==> src/rtl/frt_pkg.sv <==
package frt_pkg;

  // frame geometry
  localparam int MAX_CHUNKS = 16;
  localparam int SLOT_W     = $clog2(MAX_CHUNKS);
  localparam int EXP_W      = $clog2(MAX_CHUNKS + 1);
  localparam int MASK_W     = 16;
  localparam int LEN_W      = 11;
  localparam int BYTES_W    = 16;
  localparam int STORED_W   = 7;

  localparam logic [LEN_W-1:0]    PAYLOAD_LIMIT   = LEN_W'(1500);
  localparam logic [STORED_W-1:0] STORED_MAX      = '1;
  localparam logic [BYTES_W-1:0]  MAX_BYTES_RESET = BYTES_W'(16384);
  localparam logic signed [15:0]  MAX_CHUNKS_S    = 16'(MAX_CHUNKS);

  // result codes
  typedef enum logic [2:0] {
    ST_STORED    = 3'd0,
    ST_DUP       = 3'd1,
    ST_BAD_COUNT = 3'd2,
    ST_BAD_INDEX = 3'd3,
    ST_NO_FRAME  = 3'd4,
    ST_DESC      = 3'd5,
    ST_TOO_LARGE = 3'd6,
    ST_MISSING   = 3'd7
  } status_t;

  // controller states
  typedef enum logic [2:0] {
    S_IDLE,
    S_EVAL,
    S_RES,
    S_WALK,
    S_EMIT
  } state_t;

  // controller to datapath
  typedef struct packed {
    logic load_in;
    logic eval;
    logic walk_fail;
    logic walk_adv;
    logic load_result;
    logic load_desc;
    logic desc_adv;
    logic frame_clr;
  } cmd_t;

  // datapath to controller
  typedef struct packed {
    logic ignore;
    logic walk_need;
    logic slot_empty;
    logic too_big;
    logic walk_last;
    logic out_free;
  } sts_t;

endpackage

==> src/rtl/frt_ctrl.sv <==
module frt_ctrl (
  input  logic          clk,
  input  logic          rst,
  input  logic          in_valid,
  output logic          in_ready,
  input  frt_pkg::sts_t sts,
  output frt_pkg::cmd_t cmd
);
  import frt_pkg::*;

  state_t state;
  state_t state_next;

  // state register
  always_ff @(posedge clk) begin
    if (rst) begin
      state <= S_IDLE;
    end else begin
      state <= state_next;
    end
  end

  // next state and commands
  always_comb begin
    state_next = state;
    cmd        = '0;
    in_ready   = 1'b0;
    unique case (state)
      S_IDLE: begin
        in_ready = 1'b1;
        if (in_valid) begin
          cmd.load_in = 1'b1;
          state_next  = S_EVAL;
        end
      end
      S_EVAL: begin
        cmd.eval = 1'b1;
        if (sts.ignore) begin
          state_next = S_IDLE;
        end else if (sts.walk_need) begin
          state_next = S_WALK;
        end else begin
          state_next = S_RES;
        end
      end
      S_RES: begin
        if (sts.out_free) begin
          cmd.load_result = 1'b1;
          state_next      = S_IDLE;
        end
      end
      S_WALK: begin
        if (sts.slot_empty || sts.too_big) begin
          cmd.walk_fail = 1'b1;
          state_next    = S_RES;
        end else begin
          cmd.walk_adv = 1'b1;
          if (sts.walk_last) begin
            state_next = S_EMIT;
          end
        end
      end
      S_EMIT: begin
        if (sts.out_free) begin
          cmd.load_desc = 1'b1;
          cmd.desc_adv  = 1'b1;
          if (sts.walk_last) begin
            cmd.frame_clr = 1'b1;
            state_next    = S_IDLE;
          end
        end
      end
      default: begin
        state_next = S_IDLE;
      end
    endcase
  end

endmodule

==> src/rtl/frt_dp.sv <==
module frt_dp (
  input  logic                         clk,
  input  logic                         rst,
  input  frt_pkg::cmd_t                cmd,
  output frt_pkg::sts_t                sts,
  input  logic                         cfg_valid,
  input  logic [frt_pkg::BYTES_W-1:0]  cfg_data,
  input  logic [31:0]                  frag_id,
  input  logic signed [15:0]           frag_index,
  input  logic signed [15:0]           frag_count,
  input  logic [frt_pkg::LEN_W-1:0]    payload_length,
  output logic                         out_valid,
  input  logic                         out_ready,
  output logic [2:0]                   status,
  output logic                         dropped_previous,
  output logic [frt_pkg::MASK_W-1:0]   missing_mask,
  output logic [3:0]                   chunk_index,
  output logic [frt_pkg::BYTES_W-1:0]  chunk_offset,
  output logic [frt_pkg::LEN_W-1:0]    chunk_length,
  output logic [frt_pkg::BYTES_W-1:0]  frame_length,
  output logic                         last
);
  import frt_pkg::*;

  // captured request
  logic [31:0]        id_q;
  logic signed [15:0] idx_q;
  logic signed [15:0] cnt_q;
  logic [LEN_W-1:0]   len_q;

  // frame state
  logic [31:0]         active_id;
  logic [EXP_W-1:0]    exp_total;
  logic [STORED_W-1:0] stored_total;
  logic [LEN_W-1:0]    slot_len [MAX_CHUNKS];
  logic [BYTES_W-1:0]  max_bytes;

  // per-request result state
  status_t             res_status;
  logic                drop;
  logic [MASK_W-1:0]   mask;
  logic [SLOT_W-1:0]   walk_cnt;
  logic [BYTES_W-1:0]  total;
  logic [BYTES_W-1:0]  offset;

  // decode of the captured request
  logic                cnt_bad;
  logic                idx_bad;
  logic                hdr_ok;
  logic                id_diff;
  logic                frame_open;
  logic                start;
  logic                foreign;
  logic                drop_now;
  logic [EXP_W-1:0]    exp_after;
  logic [SLOT_W-1:0]   slot;
  logic                in_range;
  logic [SLOT_W-1:0]   rd_addr;
  logic [LEN_W-1:0]    rd_len;
  logic                slot_was_empty;
  logic                do_store;
  logic [STORED_W-1:0] stored_base;
  logic [STORED_W-1:0] stored_after;
  logic [MASK_W-1:0]   mask_now;
  status_t             ev_status;
  logic [BYTES_W:0]    sum_ext;

  assign cnt_bad    = (cnt_q <= 16'sd0) || (cnt_q > MAX_CHUNKS_S);
  assign idx_bad    = (idx_q < 16'sd0) || (idx_q >= cnt_q);
  assign hdr_ok     = !sts.ignore && !cnt_bad && !idx_bad;
  assign id_diff    = id_q != active_id;
  assign frame_open = exp_total != '0;
  assign start      = (idx_q == 16'sd0) && (!frame_open || id_diff);
  assign foreign    = (idx_q != 16'sd0) && frame_open && id_diff;
  assign drop_now   = (start && frame_open && (stored_total < STORED_W'(exp_total))) || foreign;
  assign slot       = idx_q[SLOT_W-1:0];
  assign in_range   = EXP_W'(slot) < exp_after;

  always_comb begin
    if (start) begin
      exp_after = cnt_q[EXP_W-1:0];
    end else if (foreign) begin
      exp_after = '0;
    end else begin
      exp_after = exp_total;
    end
  end

  // single slot read port, header slot while deciding, walk counter otherwise
  assign rd_addr = cmd.eval ? slot : walk_cnt;
  assign rd_len  = slot_len[rd_addr];

  assign slot_was_empty = start || (rd_len == '0);
  assign do_store       = hdr_ok && (exp_after != '0) && in_range && slot_was_empty;
  assign stored_base    = start ? '0 : stored_total;
  assign stored_after   = (do_store && stored_base != STORED_MAX) ? stored_base + 1'b1
                                                                  : stored_base;

  // empty slots of the frame in progress
  always_comb begin
    mask_now = '0;
    for (int i = 0; i < MAX_CHUNKS; i++) begin
      if ((EXP_W'(i) < exp_total) && (slot_len[i] == '0)) begin
        mask_now[i] = 1'b1;
      end
    end
  end

  // result code of a request that does not complete the frame
  always_comb begin
    if (cnt_bad) begin
      ev_status = ST_BAD_COUNT;
    end else if (idx_bad) begin
      ev_status = ST_BAD_INDEX;
    end else if (exp_after == '0) begin
      ev_status = ST_NO_FRAME;
    end else if (!in_range) begin
      ev_status = ST_BAD_INDEX;
    end else if (slot_was_empty) begin
      ev_status = ST_STORED;
    end else begin
      ev_status = ST_DUP;
    end
  end

  assign sum_ext = {1'b0, total} + (BYTES_W + 1)'(rd_len);

  // status toward the controller
  always_comb begin
    sts.ignore     = len_q > PAYLOAD_LIMIT;
    sts.walk_need  = do_store || (hdr_ok && (exp_after != '0) && in_range);
    sts.walk_need  = sts.walk_need && (stored_after >= STORED_W'(exp_after));
    sts.slot_empty = rd_len == '0;
    sts.too_big    = sum_ext > {1'b0, max_bytes};
    sts.walk_last  = (EXP_W'(walk_cnt) + 1'b1) == exp_total;
    sts.out_free   = !out_valid || out_ready;
  end

  // configuration register
  always_ff @(posedge clk) begin
    if (rst) begin
      max_bytes <= MAX_BYTES_RESET;
    end else if (cfg_valid) begin
      max_bytes <= cfg_data;
    end
  end

  // request capture
  always_ff @(posedge clk) begin
    if (cmd.load_in) begin
      id_q  <= frag_id;
      idx_q <= frag_index;
      cnt_q <= frag_count;
      len_q <= payload_length;
    end
  end

  // frame state update
  always_ff @(posedge clk) begin
    if (rst) begin
      active_id    <= '0;
      exp_total    <= '0;
      stored_total <= '0;
      for (int i = 0; i < MAX_CHUNKS; i++) begin
        slot_len[i] <= '0;
      end
    end else if (cmd.frame_clr) begin
      exp_total    <= '0;
      stored_total <= '0;
      for (int i = 0; i < MAX_CHUNKS; i++) begin
        slot_len[i] <= '0;
      end
    end else if (cmd.eval && hdr_ok) begin
      if (start || foreign) begin
        for (int i = 0; i < MAX_CHUNKS; i++) begin
          slot_len[i] <= '0;
        end
      end
      if (start) begin
        active_id <= id_q;
      end
      exp_total    <= exp_after;
      stored_total <= foreign ? '0 : stored_after;
      if (do_store) begin
        slot_len[slot] <= len_q;
      end
    end
  end

  // result state, walk counter and running sums
  always_ff @(posedge clk) begin
    if (cmd.eval) begin
      res_status <= ev_status;
      drop       <= hdr_ok && drop_now;
      mask       <= (hdr_ok && drop_now) ? mask_now : '0;
      walk_cnt   <= '0;
      total      <= '0;
      offset     <= '0;
    end else begin
      if (cmd.walk_fail) begin
        res_status <= sts.slot_empty ? ST_MISSING : ST_TOO_LARGE;
      end
      if (cmd.walk_adv) begin
        total    <= sum_ext[BYTES_W-1:0];
        walk_cnt <= sts.walk_last ? '0 : walk_cnt + 1'b1;
      end
      if (cmd.desc_adv) begin
        offset   <= offset + BYTES_W'(rd_len);
        walk_cnt <= sts.walk_last ? '0 : walk_cnt + 1'b1;
      end
    end
  end

  // output register
  always_ff @(posedge clk) begin
    if (rst) begin
      out_valid <= 1'b0;
    end else if (cmd.load_result || cmd.load_desc) begin
      out_valid <= 1'b1;
    end else if (out_ready) begin
      out_valid <= 1'b0;
    end
  end

  always_ff @(posedge clk) begin
    if (cmd.load_result) begin
      status           <= res_status;
      dropped_previous <= drop;
      missing_mask     <= mask;
      chunk_index      <= '0;
      chunk_offset     <= '0;
      chunk_length     <= '0;
      frame_length     <= '0;
      last             <= 1'b1;
    end else if (cmd.load_desc) begin
      status           <= ST_DESC;
      dropped_previous <= drop;
      missing_mask     <= mask;
      chunk_index      <= 4'(walk_cnt);
      chunk_offset     <= offset;
      chunk_length     <= rd_len;
      frame_length     <= total;
      last             <= sts.walk_last;
    end
  end

endmodule

==> src/rtl/fragment_reassembly_tracker.sv <==
// Fragment reassembly tracker: follows one multi-fragment message from
// decoded fragment headers and reports per-fragment results.
// Input channel (in_valid/in_ready): one header request per transfer
// (frag_id, frag_index, frag_count, payload_length).
// Output channel (out_valid/out_ready): result items; last marks the final
// result of a request. A completing fragment yields one descriptor per chunk.
// Config channel (cfg_valid/cfg_ready/cfg_data): writes max_frame_bytes, always
// ready, write only while no request is in flight.
// Sequence: a single-result request passes accept, evaluate and result load,
// then the next request is taken; an oversized payload gives no result and
// returns to idle after evaluate. A completing fragment is evaluated, then a
// walk checks its chunk lengths (one slot read per cycle through the shared
// slot read port); an empty slot or too many bytes gives one result instead of
// descriptors. One request is processed at a time; the output register lets
// the next request be accepted while the final result still waits.
// Reset (rst, synchronous): no frame open, all slots empty, active id zero,
// max_frame_bytes = 16384. When the receiver stalls, results hold in the
// output register and the controller waits before loading the next one.
module fragment_reassembly_tracker (
  input  logic                         clk,
  input  logic                         rst,
  input  logic                         in_valid,
  output logic                         in_ready,
  input  logic [31:0]                  frag_id,
  input  logic signed [15:0]           frag_index,
  input  logic signed [15:0]           frag_count,
  input  logic [frt_pkg::LEN_W-1:0]    payload_length,
  input  logic                         cfg_valid,
  output logic                         cfg_ready,
  input  logic [frt_pkg::BYTES_W-1:0]  cfg_data,
  output logic                         out_valid,
  input  logic                         out_ready,
  output logic [2:0]                   status,
  output logic                         dropped_previous,
  output logic [frt_pkg::MASK_W-1:0]   missing_mask,
  output logic [3:0]                   chunk_index,
  output logic [frt_pkg::BYTES_W-1:0]  chunk_offset,
  output logic [frt_pkg::LEN_W-1:0]    chunk_length,
  output logic [frt_pkg::BYTES_W-1:0]  frame_length,
  output logic                         last
);
  import frt_pkg::*;

  cmd_t cmd;
  sts_t sts;

  assign cfg_ready = 1'b1;

  // sequencing
  frt_ctrl u_ctrl (
    .clk      (clk),
    .rst      (rst),
    .in_valid (in_valid),
    .in_ready (in_ready),
    .sts      (sts),
    .cmd      (cmd)
  );

  // frame state, slot store and output register
  frt_dp u_dp (
    .clk              (clk),
    .rst              (rst),
    .cmd              (cmd),
    .sts              (sts),
    .cfg_valid        (cfg_valid),
    .cfg_data         (cfg_data),
    .frag_id          (frag_id),
    .frag_index       (frag_index),
    .frag_count       (frag_count),
    .payload_length   (payload_length),
    .out_valid        (out_valid),
    .out_ready        (out_ready),
    .status           (status),
    .dropped_previous (dropped_previous),
    .missing_mask     (missing_mask),
    .chunk_index      (chunk_index),
    .chunk_offset     (chunk_offset),
    .chunk_length     (chunk_length),
    .frame_length     (frame_length),
    .last             (last)
  );

endmodule
==> config.mk <==
export PLATFORM = sky130hd
export DESIGN_NAME = fragment_reassembly_tracker
export DESIGN_NICKNAME = d
export VERILOG_FILES = /design/src/rtl/frt_pkg.sv /design/src/rtl/frt_ctrl.sv /design/src/rtl/frt_dp.sv /design/src/rtl/fragment_reassembly_tracker.sv
export SDC_FILE = /design/constraint.sdc
export NUM_CORES = 1
export LEC_CHECK = 0
export BUFFER_PORTS_ARGS = -buffer_cell sky130_fd_sc_hd__buf_4
export CORE_ASPECT_RATIO = 0.75
export CORE_MARGIN = 10
export CORE_UTILIZATION = 49
export CTS_CLUSTER_SIZE = 30
export DETAILED_ROUTE_END_ITERATION = 7
export PLACE_DENSITY = 0.7
export SYNTH_ARGS = -nofsm -noshare
export SYNTH_HDL_FRONTEND = slang
export SYNTH_SLANG_ARGS = --single-unit
==> constraint.sdc <==
create_clock -name clk -period 6.67 [get_ports clk]
set_input_delay 0.3335 -clock clk [delete_from_list [all_inputs] [get_ports clk]]
set_output_delay 0.3335 -clock clk [all_outputs]
set_load 0.1 [all_outputs]
==> run_results.csv <==
group,metric,value,unit
logic_synthesis,syn_area,21500,um2
power_and_ir_drop,leakage,10.6,nW
timing,clock-skew-final,0.0170,ns
drt,drc,0,
timing,worstMarginPinSlew,1.06,ns
power_and_ir_drop,p_int,4.87,mW
logic_synthesis,synthAdderAreaFrac,4.13,%
timing,finalSetupViolations,0,
logic_synthesis,synth_warnings,0,
logic_synthesis,synth_top_flop_cell,"edfxtp_1",
drt,wire_per_inst,22.4,um
job,drv_cap,0,
logic_synthesis,synth_compound_area_share,8.74,%
drt,via_per_inst,5.82,
power_and_ir_drop,power_density,247,nW/um2
critical_path,end_kind,"register",
drt,routed_wl,64200,um
timing,hold_ws,0.0150,ns
timing,hold_violations,0,
drt,vias,16700,
logic_synthesis,avgSynthCellArea,11.1,um2
placed_design,dp_cells,2685,
final_layout,nFillCells,3387,
die,die-area,52800,um2
logic_synthesis,seq_area_frac_synth,54.3,%
critical_path,max_stage_delay,0.43,ns
global_routing,antenna_found_initial,3,
timing,period_minus_slack,6.56,ns
global_routing,grt_pass1_vias,16200,
global_routing,track_usage,23.4,%
placed_design,pre_cts_ws,-0.0442,ns
critical_path,crit_path_max_fanout,7,
logic_synthesis,synthDistinctLibCells,72,
power_and_ir_drop,total_power,6.61,mW
placed_design,gp_congestion,0.970,
critical_path,start_kind,"register",
final_layout,drive_gt1_share,20.6,%
clock_tree,cts-root-buf,"clkbuf_16",
power_and_ir_drop,p_seq_share,47.2,%
final_layout,nets,2420,
outcome,status,"completed",
final_layout,finalNonFillerCells,2869,
drt,drt_iter0_drc,1838,
die,start_util,49.6,%
final_layout,reg_top3,"u_dp.slot_len (176), u_dp.active_id (32), u_dp.id_q (32)",
hold_path,hp-class,"primary input to register",
critical_path,arrival,6.99,ns
die,die_x,262,um
timing,drv_slew,0,
power_and_ir_drop,vdd_drop_max,0.000220,V
drt,ant_nets,0,
final_layout,regMostFlops,"u_dp.slot_len",
clock_tree,cts.sinks,439,
logic_synthesis,synth_xor_area_share,2.89,%
clock_tree,worstSkewPairLatency,0.57,ns
clock_tree,cts_tree,"done",
die,fp-row-count,66,
clock_tree,clockBufferDepth,3,
critical_path,crit_required,7.10,ns
global_routing,grt.overflow.total,0,
final_layout,largest_register_ff_count,176,
timing,fmax,0.152,GHz
die,io_pins,167,
die,die_h,202,um
global_routing,grt_first_pass_wirelength,95900,um
logic_synthesis,synthCells,1938,
final_layout,final_common_cell,"edfxtp_1",
timing,fin_crit_sh,98.3,%
timing,slew_headroom,29.2,%
critical_path,path_class,"register to register",
logic_synthesis,synth-edff-count,291,
logic_synthesis,async_flop_share,0,%
logic_synthesis,synth-simple-area-share,17.5,%
timing,setup_slack,0.111,ns
logic_synthesis,synthMuxAreaShare,9.36,%
critical_path,crit_slowest_cell,"or3b_4",
power_and_ir_drop,combPwrFrac,13.8,%
power_and_ir_drop,switching_share,26.3,%
logic_synthesis,syn_nets,2104,
final_layout,area_delta_synth_final,24.3,%
power_and_ir_drop,clockPowerShare,39.0,%
drt,dr.pass1.iters,5,
global_routing,grt_max_degree,78,
logic_synthesis,synth-seq-cells,439,
final_layout,final_cell_mix,"edfxtp_1 (291), buf_4 (268), nand2_1 (256)",
critical_path,cpLargestDelayFamily,"compound AO/OA/AOI/OAI gates",
critical_path,worst-path-buf-inv,7,
placed_design,hpwlAfterDp,45400,um
clock_tree,cts_buffers,44,
clock_tree,path_clk_slew,0.07,ns
clock_tree,htreeDepth,2,
placed_design,io_buffer_count,165,
power_and_ir_drop,switchingPower,1.74,mW
logic_synthesis,synth_top_family_by_area,"simple AND/OR/NAND/NOR gates",
die,core_region_area,43400,um2
==> synthesized netlist by cell type, types with 12 or more instances <==
cell type    n  area share, %
xnor2_1     27            1.1
mux2i_1     83            3.9
dfxtp_1    148             14
a211oi_1    16           0.56
nor2b_1     13           0.38
clkbuf_1    67            1.2
mux4_2      48            5.0
a21oi_1    129            3.0
edfxtp_1   291             41
o21ai_0     47            1.1
nor2_1     110            1.9
nor4_1      53            1.5
xor2_1      44            1.8
nand2_1    256            4.5
buf_2       14           0.33
inv_1       64            1.1
nand4_1     21           0.61
nand2b_1    12           0.35
and2_1     166            4.8
a21o_1      21           0.73
nand3_1     31           0.72
ha_1        68            3.9
nor3_1      43            1.0
==> metal layers <==
metal  up-vias  part of all wire [%]  track usage [%]
met5         -                 0.023                0
met3       124                    12             7.54
met2       842                    42             33.6
li1       7683                     -                -
met1      8055                    43             33.5
met4         2                   2.2             5.68
==> final cells by class <==
| cell class | instances | area [um2] | share of cell area (%) |
|---|---|---|---|
| tap | 578 | 723 | 2.70 |
| inverter | 66 | 253 | 0.944 |
| sequential | 439 | 11700 | 43.7 |
| antenna | 1 | 2.50 | 0.00935 |
| clock inverter | 25 | 251 | 0.939 |
| clock buffer | 57 | 1250 | 4.68 |
| timing repair buffer | 366 | 3080 | 11.5 |
| multi-input combinational | 1337 | 9500 | 35.5 |
==> power groups by stage <==
stage                     sequential, mW  combinational, mW  clock [mW]
after floorplan                     3.22              0.431           0
after global placement              3.17              0.790           0
final                               3.12              0.913        2.58
after CTS                           3.11              0.856        2.61
after detailed placement            3.17              0.805           0
after global routing                3.12              0.977        2.70
==> worst reg2reg max path: cells and delay by family, from the launching register on <==
kind	cells	cell delay, ns
simple gates	6	1.09
xor+xnor	1	0.13
compound gates	11	2.30
fa+ha+maj	2	0.70
buf+inv	7	0.99
mux	4	0.91
flops	1	0.32
==> through the flow <==
step                      setup TNS [ns]  area (um2)  utilization, %
after floorplan                        0       21600               -
after global placement                 0       23900            55.1
after CTS                              0       26400            60.7
after global routing              -0.713       26800            61.6
final                                  0       26800            61.6
after detailed placement          -0.235       23900            55.1
==> final timing paths <==
| path | cells past startpoint | slack [ns] | from | endpoint |
|---|---|---|---|---|
| worst max-delay path | 31 | 0.11 | u_ctrl.state[2]$_SDFFE_PP0P_ | u_dp.total[6]$_SDFFE_PP0P_ |
| worst min-delay path | 3 | 0.01 | cfg_data[12] | u_dp.max_bytes[12]$_SDFFE_PP0P_ |
| worst max register to register | 31 | 0.11 | u_ctrl.state[2]$_SDFFE_PP0P_ | u_dp.total[6]$_SDFFE_PP0P_ |
| worst min register to register | 0 | 0.42 | u_dp.mask[10]$_SDFFCE_PN0P_ | u_dp.missing_mask[10]$_DFFE_PP_ |
==> kinds of logic after synthesis <==
group,count (synthesis)
AOI/OAI and AO/OA,304
xor gates and xnor gates,71
adders and majority gates,70
buffers and inverters,162
DFF,439
muxes,140
other,1
and+or+nand+nor,751
==> timing repair <==
item                                    4_1_cts  5_1_grt
hold buffers                                 87        0
endpoints found under the setup margin       16       25
pin swaps                                     0       19
gates resized for setup                       4       57
setup buffers                                 2       11
gates cloned                                  0        2
hold endpoints to repair                     87        0
(Power assumes the default switching activity.)
